--- config.mk ---
export PLATFORM = sky130hd
export DESIGN_NAME = tetv_front
export DESIGN_NICKNAME = d
export VERILOG_FILES = /design/src/hdl/tetv_pkg.sv /design/src/hdl/tetv_front.sv
export SDC_FILE = /design/constraint.sdc
export NUM_CORES = 1
export LEC_CHECK = 0
export ABC_AREA = 1
export BUFFER_PORTS_ARGS = -buffer_cell sky130_fd_sc_hd__buf_2
export CAP_MARGIN = 20
export CORE_MARGIN = 2
export CORE_UTILIZATION = 35
export DETAILED_ROUTE_END_ITERATION = 16
export PLACE_DENSITY = 0.95
export SYNTH_ARGS = -nofsm -noshare
export SYNTH_HDL_FRONTEND = slang
export SYNTH_SLANG_ARGS = --single-unit
--- constraint.sdc ---
create_clock -name vclk -period 2.1
set_input_delay 0.42 -clock vclk [all_inputs]
set_output_delay 0.42 -clock vclk [all_outputs]
set_load 0.02 [all_outputs]
--- src/hdl/tetv_pkg.sv ---
`timescale 1ns / 1ps
// Shared types, constants and coefficient tables of the type E thermocouple converter.
// Depends on nothing; every other file in hdl/ imports it.
package tetv_pkg;

  localparam int unsigned TEMP_W        = 16;
  localparam int unsigned ACC_W         = 64;
  localparam int unsigned VOLT_W        = 21;
  localparam int unsigned PROD_W        = ACC_W + TEMP_W;
  localparam int unsigned FRAC_BITS     = 40;
  localparam int unsigned SHIFT_NEG     = 12;
  localparam int unsigned SHIFT_POS     = 14;
  localparam int unsigned NEG_TERMS_MAX = 14;
  localparam int unsigned POS_TERMS_MAX = 11;
  localparam int unsigned VOLT_SCALE    = 10000;
  localparam int unsigned QUEUE_DEPTH   = 2;

  localparam logic signed [TEMP_W-1:0] T_MIN = -16'sd4320;
  localparam logic signed [TEMP_W-1:0] T_MAX = 16'sd16000;
  localparam logic [ACC_W-1:0] MAG_MAX = {1'b0, {(ACC_W-1){1'b1}}};

  localparam longint NEG_MANT [NEG_TERMS_MAX] = '{
    64'sd0,
    64'sd586655087080, 64'sd454109771240, -64'sd779980486860,
    -64'sd258001608430, -64'sd594525830570, -64'sd932140586670,
    -64'sd102876055340, -64'sd803701236210, -64'sd439794973910,
    -64'sd164147763550, -64'sd396736195160, -64'sd558273287210,
    -64'sd346578420130
  };
  localparam int unsigned NEG_DEXP [NEG_TERMS_MAX] = '{
    12, 13, 16, 18, 19, 21, 23, 24, 27, 29, 31, 34, 37, 40
  };

  localparam longint POS_MANT [POS_TERMS_MAX] = '{
    64'sd0,
    64'sd586655087100, 64'sd450322755820, 64'sd289084072120,
    -64'sd330568966520, 64'sd650244032700, -64'sd191974955040,
    -64'sd125366004970, 64'sd214892175690, -64'sd143880417820,
    64'sd359608994810
  };
  localparam int unsigned POS_DEXP [POS_TERMS_MAX] = '{
    12, 13, 16, 19, 21, 24, 27, 29, 32, 35, 39
  };

  typedef struct packed {
    logic                     oor;
    logic                     neg;
    logic signed [TEMP_W-1:0] temp;
    logic signed [ACC_W-1:0]  h;
  } item_t;

  // round(mant * 10^-dexp * 2^bexp), ties away from zero, elaboration only
  function automatic logic signed [ACC_W-1:0] scale_coef(input longint mant,
                                                         input int unsigned dexp,
                                                         input int unsigned bexp);
    logic [255:0]     acc;
    logic [ACC_W-1:0] m;
    logic             sgn;
    int unsigned      i;
    sgn = (mant < 0);
    m   = sgn ? ACC_W'(-mant) : ACC_W'(mant);
    acc = {192'b0, m} << (bexp + 1);
    for (i = 0; i < dexp; i++) begin
      acc = acc / 256'd10;
    end
    m = acc[ACC_W-1:0];
    m = (m + 64'd1) >> 1;
    if (m[ACC_W-1]) begin
      m = MAG_MAX;
    end
    return sgn ? -$signed(m) : $signed(m);
  endfunction

  function automatic logic signed [ACC_W-1:0] neg_coef(input int unsigned k);
    if (k >= NEG_TERMS_MAX) begin
      return '0;
    end
    return scale_coef(NEG_MANT[k], NEG_DEXP[k], FRAC_BITS + 8 * k);
  endfunction

  function automatic logic signed [ACC_W-1:0] pos_coef(input int unsigned k);
    if (k >= POS_TERMS_MAX) begin
      return '0;
    end
    return scale_coef(POS_MANT[k], POS_DEXP[k], FRAC_BITS + 10 * k);
  endfunction

endpackage

--- src/hdl/tetv_front.sv ---
`timescale 1ns / 1ps
// Front end: range check and branch selection of each incoming temperature request.
// Depends on tetv_pkg for the item type, limits and coefficient tables.
module tetv_front #(
  parameter int unsigned NEG_TERMS = tetv_pkg::NEG_TERMS_MAX,
  parameter int unsigned POS_TERMS = tetv_pkg::POS_TERMS_MAX
) (
  input  logic                                in_valid_i,
  output logic                                in_stall_o,
  input  logic signed [tetv_pkg::TEMP_W-1:0]  temperature_i,
  input  logic                                full_i,
  output logic                                push_o,
  output tetv_pkg::item_t                     item_o
);
  import tetv_pkg::*;

  localparam logic signed [ACC_W-1:0] NEG_TOP = neg_coef(NEG_TERMS - 1);
  localparam logic signed [ACC_W-1:0] POS_TOP = pos_coef(POS_TERMS - 1);

  assign in_stall_o = full_i;
  assign push_o     = in_valid_i && !full_i;

  always_comb begin
    item_o.temp = temperature_i;
    item_o.oor  = (temperature_i < T_MIN) || (temperature_i > T_MAX);
    item_o.neg  = temperature_i[TEMP_W-1];
    item_o.h    = temperature_i[TEMP_W-1] ? NEG_TOP : POS_TOP;
  end

endmodule

==> flow_summary.toml <==
[worst_setup_path]
arrival_ns = 1.22
cp.required_ns = 1.68
endpoint_kind = "output pin"
worstSetupStartpointType = "primary input"
crit_type = "in -> out"
path_cells = "buf_2 -> inv_2 -> nand2_2 -> nor2_2 -> nand3_1 -> nand2_1 -> nand2_1 -> nor2_2 -> buf_2"
slowest_delay_ns = 0.16
critPathSlowestCell = "buf_2"
cp_max_fo = 13

[drt]
wl_mm = 1.20
first_iter_violations = 2
ant_nets = 0
viasPerCell = 3.49
vias = 572
remaining_drc_errors = 0
first_pass_iters = 4
avgRoutedWirePerCell_um = 7.32

[grt]
use_met2 = 0.171
grt.total_usage = 0.0756
met3_usage = 0.00298
use_met1 = 0.0771
grt_antenna_before_repair = 0
grt_max_degree = 19
grt_overflow = 0
grt_pass1_vias = 379
grt_pass1_wl_mm = 1.59
busiest_layer = "met2"

[synth]
syn_area_per_cell_um2 = 6.53
synth.area.top_cells = "buf_4, nor2_1, nand2_1"
yosysTopAreaCellShare = 0.803
yosys.area.top_type = "buf_4"
synth_cells = 116
syn-cell-area_um2 = 757
ys_types = 11
synth-seq-area-share = 0
yosysWarnings = 0

[die]
initial_utilization = 0.378
row_count = 16
ioPinCount = 102
die_area_um2 = 2550
core_area_um2 = 2000
die_y_um = 50.5
die_w_um = 50.5

[clocking]
hold_buffers = 0
cts.repair.resized = 0
post_cts_buffers = 0

[layout]
n_antenna_cell = 0
drive_above_1_share = 0.628
final_cell_mix = "buf_2, conb_1, nor2_1"
seq_cells = 0
area_delta_synth_final_pct = -11.2
nets = 157
regArea_um2 = 0
clockBufferCount = 0
final_common_cell = "buf_2"

[placement]
port-buffer-count = 79
gp_congestion = 0.641
place.detailed.hpwl_mm = 1.12

[timing]
drv_slew = 0
rsz0062_at_grt = "no"
post-route-period-util = 0.782
hold_viol_final = 0
finalSetupViolations = 0
fin_crit_ns = 1.64
totalNegativeSetupSlack_ns = 0
fmax_ghz = 0.609

[run]
maxCapViolCount = 0

[pwr]
ir_drop_mv = 0.128
power_uw = 224
p_per_area_nw_per_um2 = 333
p_leak_nw = 0.475

[min_path]
worstHoldPathType = "in -> out"

[outcome]
status = "finished, final reports clean"
-- path summary, 6_finish.rpt --
kind	start	end	slack (ns)	cells after the start
setup / recovery	temperature_i[15]	item_o[81]	0.46	9
hold / removal	temperature_i[4]	item_o[68]	1.07	2
-- metal layers --
layer  wire length, µm  vias to the layer above
met4                 0                        0
li1                  -                      285
met2               618                       54
met5                 0                        -
met3               208                        0
met1               373                      233
-- power by group --
group,internal [mW],total [mW],switching (mW)
sequential,0,0,0
clock,0,0,0
combinational,0.0610,0.224,0.163
total,0.0610,0.224,0.163
-- logic make-up (layout without fill, tap and decap cells) --
logic type,Yosys count,count (layout),synth area share
buffers and inverters,87,87,0.833
AOI/OAI and AO/OA,2,2,0.0132
other,2,23,0.00992
and+or+nand+nor,25,25,0.144
-- critical path: cells and delay by family --
| family | cells | cell delay (ns) |
|---|---|---|
| buffers and inverters | 3 | 0.40 |
| AND/OR/NAND/NOR | 6 | 0.40 |
-- final cells by class --
cell class | instances | area (µm²)
Fill cell | 233 | 1330
Timing Repair Buffer | 81 | 410
Multi-Input combinational cell | 50 | 205
Tap cell | 27 | 33.8
Inverter | 6 | 22.5
-- stage by stage --
| step | cells | hold slack (ns) | area (µm²) | utilization | setup slack [ns] |
|---|---|---|---|---|---|
| 6_report | 164 | 1.07 | 672 | 0.336 | 0.458 |
| 5_1_grt | 164 | 1.08 | 672 | 0.336 | 0.349 |
| 4_1_cts | 164 | 1.07 | 672 | 0.336 | 0.444 |
| 3_5_place_dp | 164 | 1.07 | 672 | 0.336 | 0.445 |
| 3_3_place_gp | 164 | 1.07 | 672 | 0.336 | 0.483 |
| 2_1_floorplan | 137 | 0.920 | 836 | - | 0.502 |
-- synthesized netlist by cell type --
| cell | n |
|---|---|
| nand3_1 | 3 |
| a21oi_1 | 2 |
| nor2_2 | 3 |
| nand2_1 | 8 |
| nor2_1 | 9 |
| nand2_2 | 1 |
| inv_2 | 1 |
| buf_4 | 81 |
| inv_1 | 5 |
| conb_1 | 2 |
| nor3_1 | 1 |
Note: power is estimated with default switching activity, not from simulation.
