<file path="src/hdl/tetv_pkg.sv">
`timescale 1ns / 1ps
// Shared types, constants and coefficient tables of the type E thermocouple converter.
// Depends on nothing; every other file in hdl/ imports it.
package tetv_pkg;

  localparam int unsigned TEMP_W        = 16;
  localparam int unsigned ACC_W         = 64;
  localparam int unsigned VOLT_W        = 21;
  localparam int unsigned PROD_W        = ACC_W + TEMP_W;
  localparam int unsigned FRAC_BITS     = 40;
  localparam int unsigned SHIFT_NEG     = 12;
  localparam int unsigned SHIFT_POS     = 14;
  localparam int unsigned NEG_TERMS_MAX = 14;
  localparam int unsigned POS_TERMS_MAX = 11;
  localparam int unsigned VOLT_SCALE    = 10000;
  localparam int unsigned QUEUE_DEPTH   = 2;

  localparam logic signed [TEMP_W-1:0] T_MIN = -16'sd4320;
  localparam logic signed [TEMP_W-1:0] T_MAX = 16'sd16000;
  localparam logic [ACC_W-1:0] MAG_MAX = {1'b0, {(ACC_W-1){1'b1}}};

  localparam longint NEG_MANT [NEG_TERMS_MAX] = '{
    64'sd0,
    64'sd586655087080, 64'sd454109771240, -64'sd779980486860,
    -64'sd258001608430, -64'sd594525830570, -64'sd932140586670,
    -64'sd102876055340, -64'sd803701236210, -64'sd439794973910,
    -64'sd164147763550, -64'sd396736195160, -64'sd558273287210,
    -64'sd346578420130
  };
  localparam int unsigned NEG_DEXP [NEG_TERMS_MAX] = '{
    12, 13, 16, 18, 19, 21, 23, 24, 27, 29, 31, 34, 37, 40
  };

  localparam longint POS_MANT [POS_TERMS_MAX] = '{
    64'sd0,
    64'sd586655087100, 64'sd450322755820, 64'sd289084072120,
    -64'sd330568966520, 64'sd650244032700, -64'sd191974955040,
    -64'sd125366004970, 64'sd214892175690, -64'sd143880417820,
    64'sd359608994810
  };
  localparam int unsigned POS_DEXP [POS_TERMS_MAX] = '{
    12, 13, 16, 19, 21, 24, 27, 29, 32, 35, 39
  };

  typedef struct packed {
    logic                     oor;
    logic                     neg;
    logic signed [TEMP_W-1:0] temp;
    logic signed [ACC_W-1:0]  h;
  } item_t;

  // round(mant * 10^-dexp * 2^bexp), ties away from zero, elaboration only
  function automatic logic signed [ACC_W-1:0] scale_coef(input longint mant,
                                                         input int unsigned dexp,
                                                         input int unsigned bexp);
    logic [255:0]     acc;
    logic [ACC_W-1:0] m;
    logic             sgn;
    int unsigned      i;
    sgn = (mant < 0);
    m   = sgn ? ACC_W'(-mant) : ACC_W'(mant);
    acc = {192'b0, m} << (bexp + 1);
    for (i = 0; i < dexp; i++) begin
      acc = acc / 256'd10;
    end
    m = acc[ACC_W-1:0];
    m = (m + 64'd1) >> 1;
    if (m[ACC_W-1]) begin
      m = MAG_MAX;
    end
    return sgn ? -$signed(m) : $signed(m);
  endfunction

  function automatic logic signed [ACC_W-1:0] neg_coef(input int unsigned k);
    if (k >= NEG_TERMS_MAX) begin
      return '0;
    end
    return scale_coef(NEG_MANT[k], NEG_DEXP[k], FRAC_BITS + 8 * k);
  endfunction

  function automatic logic signed [ACC_W-1:0] pos_coef(input int unsigned k);
    if (k >= POS_TERMS_MAX) begin
      return '0;
    end
    return scale_coef(POS_MANT[k], POS_DEXP[k], FRAC_BITS + 10 * k);
  endfunction

endpackage

</file>
<file path="src/hdl/tetv_queue.sv">
`timescale 1ns / 1ps
// Short request queue between the front end and the Horner pipeline.
// Depends on tetv_pkg for the item type and the queue depth.
module tetv_queue (
  input  logic            clk_i,
  input  logic            rst_ni,
  input  logic            push_i,
  input  tetv_pkg::item_t item_i,
  output logic            full_o,
  input  logic            pop_i,
  output logic            head_valid_o,
  output tetv_pkg::item_t head_o
);
  import tetv_pkg::*;

  localparam int unsigned PW = (QUEUE_DEPTH > 1) ? $clog2(QUEUE_DEPTH) : 1;
  localparam int unsigned CW = $clog2(QUEUE_DEPTH + 1);
  localparam logic [PW-1:0] LAST = PW'(QUEUE_DEPTH - 1);
  localparam logic [CW-1:0] FULL = CW'(QUEUE_DEPTH);

  item_t         mem_q [QUEUE_DEPTH];
  logic [PW-1:0] wr_ptr_q, wr_ptr_d;
  logic [PW-1:0] rd_ptr_q, rd_ptr_d;
  logic [CW-1:0] count_q, count_d;

  assign full_o       = (count_q == FULL);
  assign head_valid_o = (count_q != '0);
  assign head_o       = mem_q[rd_ptr_q];

  always_comb begin
    wr_ptr_d = wr_ptr_q;
    rd_ptr_d = rd_ptr_q;
    count_d  = count_q;
    if (push_i) begin
      wr_ptr_d = (wr_ptr_q == LAST) ? '0 : wr_ptr_q + 1'b1;
    end
    if (pop_i) begin
      rd_ptr_d = (rd_ptr_q == LAST) ? '0 : rd_ptr_q + 1'b1;
    end
    if (push_i && !pop_i) begin
      count_d = count_q + 1'b1;
    end else if (pop_i && !push_i) begin
      count_d = count_q - 1'b1;
    end
  end

  always_ff @(posedge clk_i or negedge rst_ni) begin
    if (!rst_ni) begin
      wr_ptr_q <= '0;
      rd_ptr_q <= '0;
      count_q  <= '0;
    end else begin
      wr_ptr_q <= wr_ptr_d;
      rd_ptr_q <= rd_ptr_d;
      count_q  <= count_d;
    end
  end

  always_ff @(posedge clk_i) begin
    if (push_i) begin
      mem_q[wr_ptr_q] <= item_i;
    end
  end

  a_count_bound: assert property (@(posedge clk_i) disable iff (!rst_ni)
    count_q <= FULL)
    else $error("queue count exceeds depth");

  a_pop_nonempty: assert property (@(posedge clk_i) disable iff (!rst_ni)
    pop_i |-> count_q != '0)
    else $error("pop from empty queue");

endmodule

</file>
<file path="config.mk">
export PLATFORM = sky130hd
export DESIGN_NAME = tetv_queue
export DESIGN_NICKNAME = d
export VERILOG_FILES = /design/src/hdl/tetv_pkg.sv /design/src/hdl/tetv_queue.sv
export SDC_FILE = /design/constraint.sdc
export NUM_CORES = 1
export LEC_CHECK = 0
export BUFFER_PORTS_ARGS = -buffer_cell sky130_fd_sc_hd__buf_2
export CAP_MARGIN = 10
export CORE_MARGIN = 1.5
export CORE_UTILIZATION = 47
export CTS_BUF_LIST = sky130_fd_sc_hd__clkbuf_16
export DETAILED_ROUTE_END_ITERATION = 12
export PLACE_DENSITY = 0.75
export SETUP_SLACK_MARGIN = 0.15
export SLEW_MARGIN = 40
export SYNTH_ARGS = -nofsm -noshare
export SYNTH_HDL_FRONTEND = slang
export SYNTH_SLANG_ARGS = --single-unit
</file>
<file path="constraint.sdc">
create_clock -name clk_i -period 4.23 [get_ports clk_i]
set_input_delay 0.846 -clock clk_i [delete_from_list [all_inputs] [get_ports clk_i]]
set_output_delay 0.846 -clock clk_i [all_outputs]
set_load 0.03 [all_outputs]
</file>
==> results.md <==
* Met1 Wirelength at 4.259 mm
* Drt via density at 4.804
* RD Place Congestion at 0.7023
* Seq cells post-synth at 168
* Status: complete, no violations
* Fin worst setup slack at 1.041 ns
* Startpoint Class: register
* Reg2Reg Capture Point: rd_ptr_q
* Postcts setup bufs at 0
* Worst-Margin Slew at 0.7006 ns
* Final Cycle Share at 75.38%
* Synth cell types at 15
* Sequential fraction of the synthesis area at 77.83%
* Post_cts resized at 0
* NetSw at 0.002009 W
* Clock sink total at 168
* Final wirelength at 10.47 mm
* Wire length on met2 at 5.244 mm
* Max_cap viols at 0
* Max layer used: met4
* Syn Area/Cell at 23.82 um2
* Final setup viols at 0
* CTS Hold Bufs at 0
* Vias in the first global route at 3189
* Skew final at 0.003463 ns
* Worst Path Buf+Inv at 2
* Clock-pin slew on the worst setup and hold paths at 0.06 ns
* CP Data Arrival Time at 2.34 ns
* Slew Limit Fails at 0
* Iter 0 DRT Violations at 177
* Vias at 3094
* Post-Synthesis Cells at 271
* Synth-to-layout area growth at 25.29%
* Clk Latency, worst-skew pair at 0.41 ns
* Starting density of the core at 48.37%
* IO buf count at 169
* Worst Hold Class: in -> async
* Reg-to-reg setup timing slack at 2.60 ns
* Yosys top cell area share at 76.28%
* Max IR drop VDD at 0.3721 mV
* Mapped Area at 6456 um2
* Reg2reg path depth at 2
* # DRC at 0
* GRT Overall Usage at 15.22%
* PD cells at 755.6 nW/um2
* Dpl hpwl at 6.869 mm
* Top delay family on crit path: flip-flops
* Reg-to-Reg Start: rd_ptr_q
* Crit Path Category: reg -> out
* Setup TNS at 0 ns
* # nets final at 542
* CTS tree: done
* Sw Ratio at 32.87%
* Cell-internal power at 0.004103 W
* Core area at 13350 um2
* First-pass GRT wire length at 16.19 mm
* Num rows at 42
* Clk root buf: clkbuf_16
* Crit Path Max Fanout at 47
* CP peak stage delay at 0.86 ns
* CP max-delay cell: dfrtp_4
* Layout cells sized above 1 at 61.97%
* Mean routed wirelength per cell at 16.26 um
* Largest net degree at the start of global routing at 48
* Comb power frac at 34.3%
* CP required at 3.38 ns
* Peak Freq at 0.3136 GHz
* First-pass detailed-route iteration total at 4
* Worst Setup End Kind: output port
* Setup WS pre-CTS at 1.485 ns
* Area leader, netlist: edfxtp_1
* Metal3 WL at 743 um
* Die Y at 120.2 um
* Sequential power share at 39.1%
* H-tree depth at 4
* Ys Warns at 0
* Final hold violation count at 0
* Syn Nets at 358
* CTS Buffer Depth at 2
* Clk network pwr share at 26.6%
* Critical-path cell list: buf_12 > mux2_2 > buf_2
* Synth top area cells: edfxtp_1, mux2_4, buf_12, mux2_2, dfrtp_1
* Die Span X at 120.2 um
* Initial antenna violation count at 0
* N_diodes at 0
* Unrepaired setup endpoints after global routing: no
* Fillers at 1002
* CTS Buf Count at 17
* GR Overflow Total at 0
* I/O pin cnt at 170
* Die area at 14450 um2
* Slew Limit Headroom at 53.29%
* Fin crit period at 3.189 ns
* P_leak at 3.268 nW
* Final ANT Viol Nets at 0
[power by group through the flow]
| stage | registers [W] | clock network [W] | logic, W |
|---|---|---|---|
| 6_report | 0.00239 | 0.00163 | 0.00209 |
| 5_1_grt | 0.00242 | 0.00173 | 0.00221 |
| 4_1_cts | 0.00240 | 0.00167 | 0.00213 |
| 3_5_place_dp | 0.00243 | 0 | 0.00212 |
| 3_3_place_gp | 0.00242 | 0 | 0.00208 |
| 2_1_floorplan | 0.00233 | 0 | 0.00181 |
[registers in the layout (all words and copies together) (netlist names)]
| name | count |
|---|---|
| count_q | 2 |
| mem_q | 164 |
| rd_ptr_q | 1 |
| wr_ptr_q | 1 |
[layout make-up]
cell class                      count  area (um2)  area share [%]
Sequential cell                   168        5029           62.17
Multi-Input combinational cell     93        1281           15.84
Timing Repair Buffer              174       920.9           11.38
Clock buffer                       17       425.4           5.259
Tap cell                          176       220.2           2.722
Clock inverter                     15       209.0           2.583
Inverter                            1       3.754         0.04640
[worst reg2reg max path, cell delays in order, from the launching register on]
cell     delay [ns]
dfrtp_4        0.86
buf_12         0.40
xor2_1         0.29
[cell families (layout without fill, tap and decap cells)]
| logic type | after synthesis | in the layout | share of synthesized area [%] |
|---|---|---|---|
| multiplexers | 82 | 82 | 18.37 |
| buffers and inverters | 10 | 207 | 2.480 |
| flip-flops | 168 | 168 | 77.83 |
| XOR/XNOR | 5 | 5 | 0.6783 |
| AND/OR/NAND/NOR | 5 | 5 | 0.4458 |
| adder cells (fa/ha/maj) | 1 | 1 | 0.1938 |
[placed cells by master (no fill, tap or decap)]
cell and count:
clkinv_1 1, edfxtp_1 164, nor2_1 1, mux2_4 70
clkbuf_16 17, xnor2_1 1, clkinv_2 4, nor2b_4 1
buf_2 169, inv_1 2, dfrtp_4 1, ha_1 1
or2_2 1, mux2_2 12, dfrtp_1 3, buf_12 3
buf_4 2, xor2_1 4, and2_4 1, clkinvlp_4 3
clkinv_4 1, bufinv_16 5, nor2b_1 1
[stage by stage]
step,total power [W],util [%],instance area [um2],hold WS [ns],std cells
final,0.006112,60.60,8089,0.2302,644
after CTS,0.006194,60.60,8089,0.2098,644
after global routing,0.006361,60.60,8089,0.2113,644
after detailed placement,0.004556,55.85,7455,0.4696,612
after floorplan,0.004139,-,6459,0.4474,271
after global placement,0.004500,55.55,7415,0.4688,610
[per-layer routing]
metal | up-vias | global-route usage (%)
met3 | 16 | 5.283
met5 | - | 0
li1 | 1441 | -
met1 | 1518 | 18.18
met4 | 0 | 7.515
met2 | 119 | 24.68
[cells in the mapped netlist]
master / n
or2_2: 1
ha_1: 1
nor2_1: 1
mux2_2: 12
nor2b_1: 2
edfxtp_1: 164
dfrtp_1: 4
buf_2: 1
buf_6: 1
mux2_4: 70
xor2_1: 4
and2_1: 1
xnor2_1: 1
buf_12: 7
inv_1: 1
[worst max path at each step]
stage	startpoint	endpoint	slack [ns]	cells after the start
2_1_floorplan	push_i	mem_q[0][0]	0.80	1
3_3_place_gp	rd_ptr_q	head_o[52]	1.50	3
3_5_place_dp	rd_ptr_q	head_o[52]	1.49	3
4_1_cts	rd_ptr_q	head_o[52]	1.03	3
5_1_grt	rd_ptr_q	head_o[60]	0.98	3
6_report	rd_ptr_q	head_o[52]	1.04	3
Note: power is estimated with default switching activity, not from simulation.
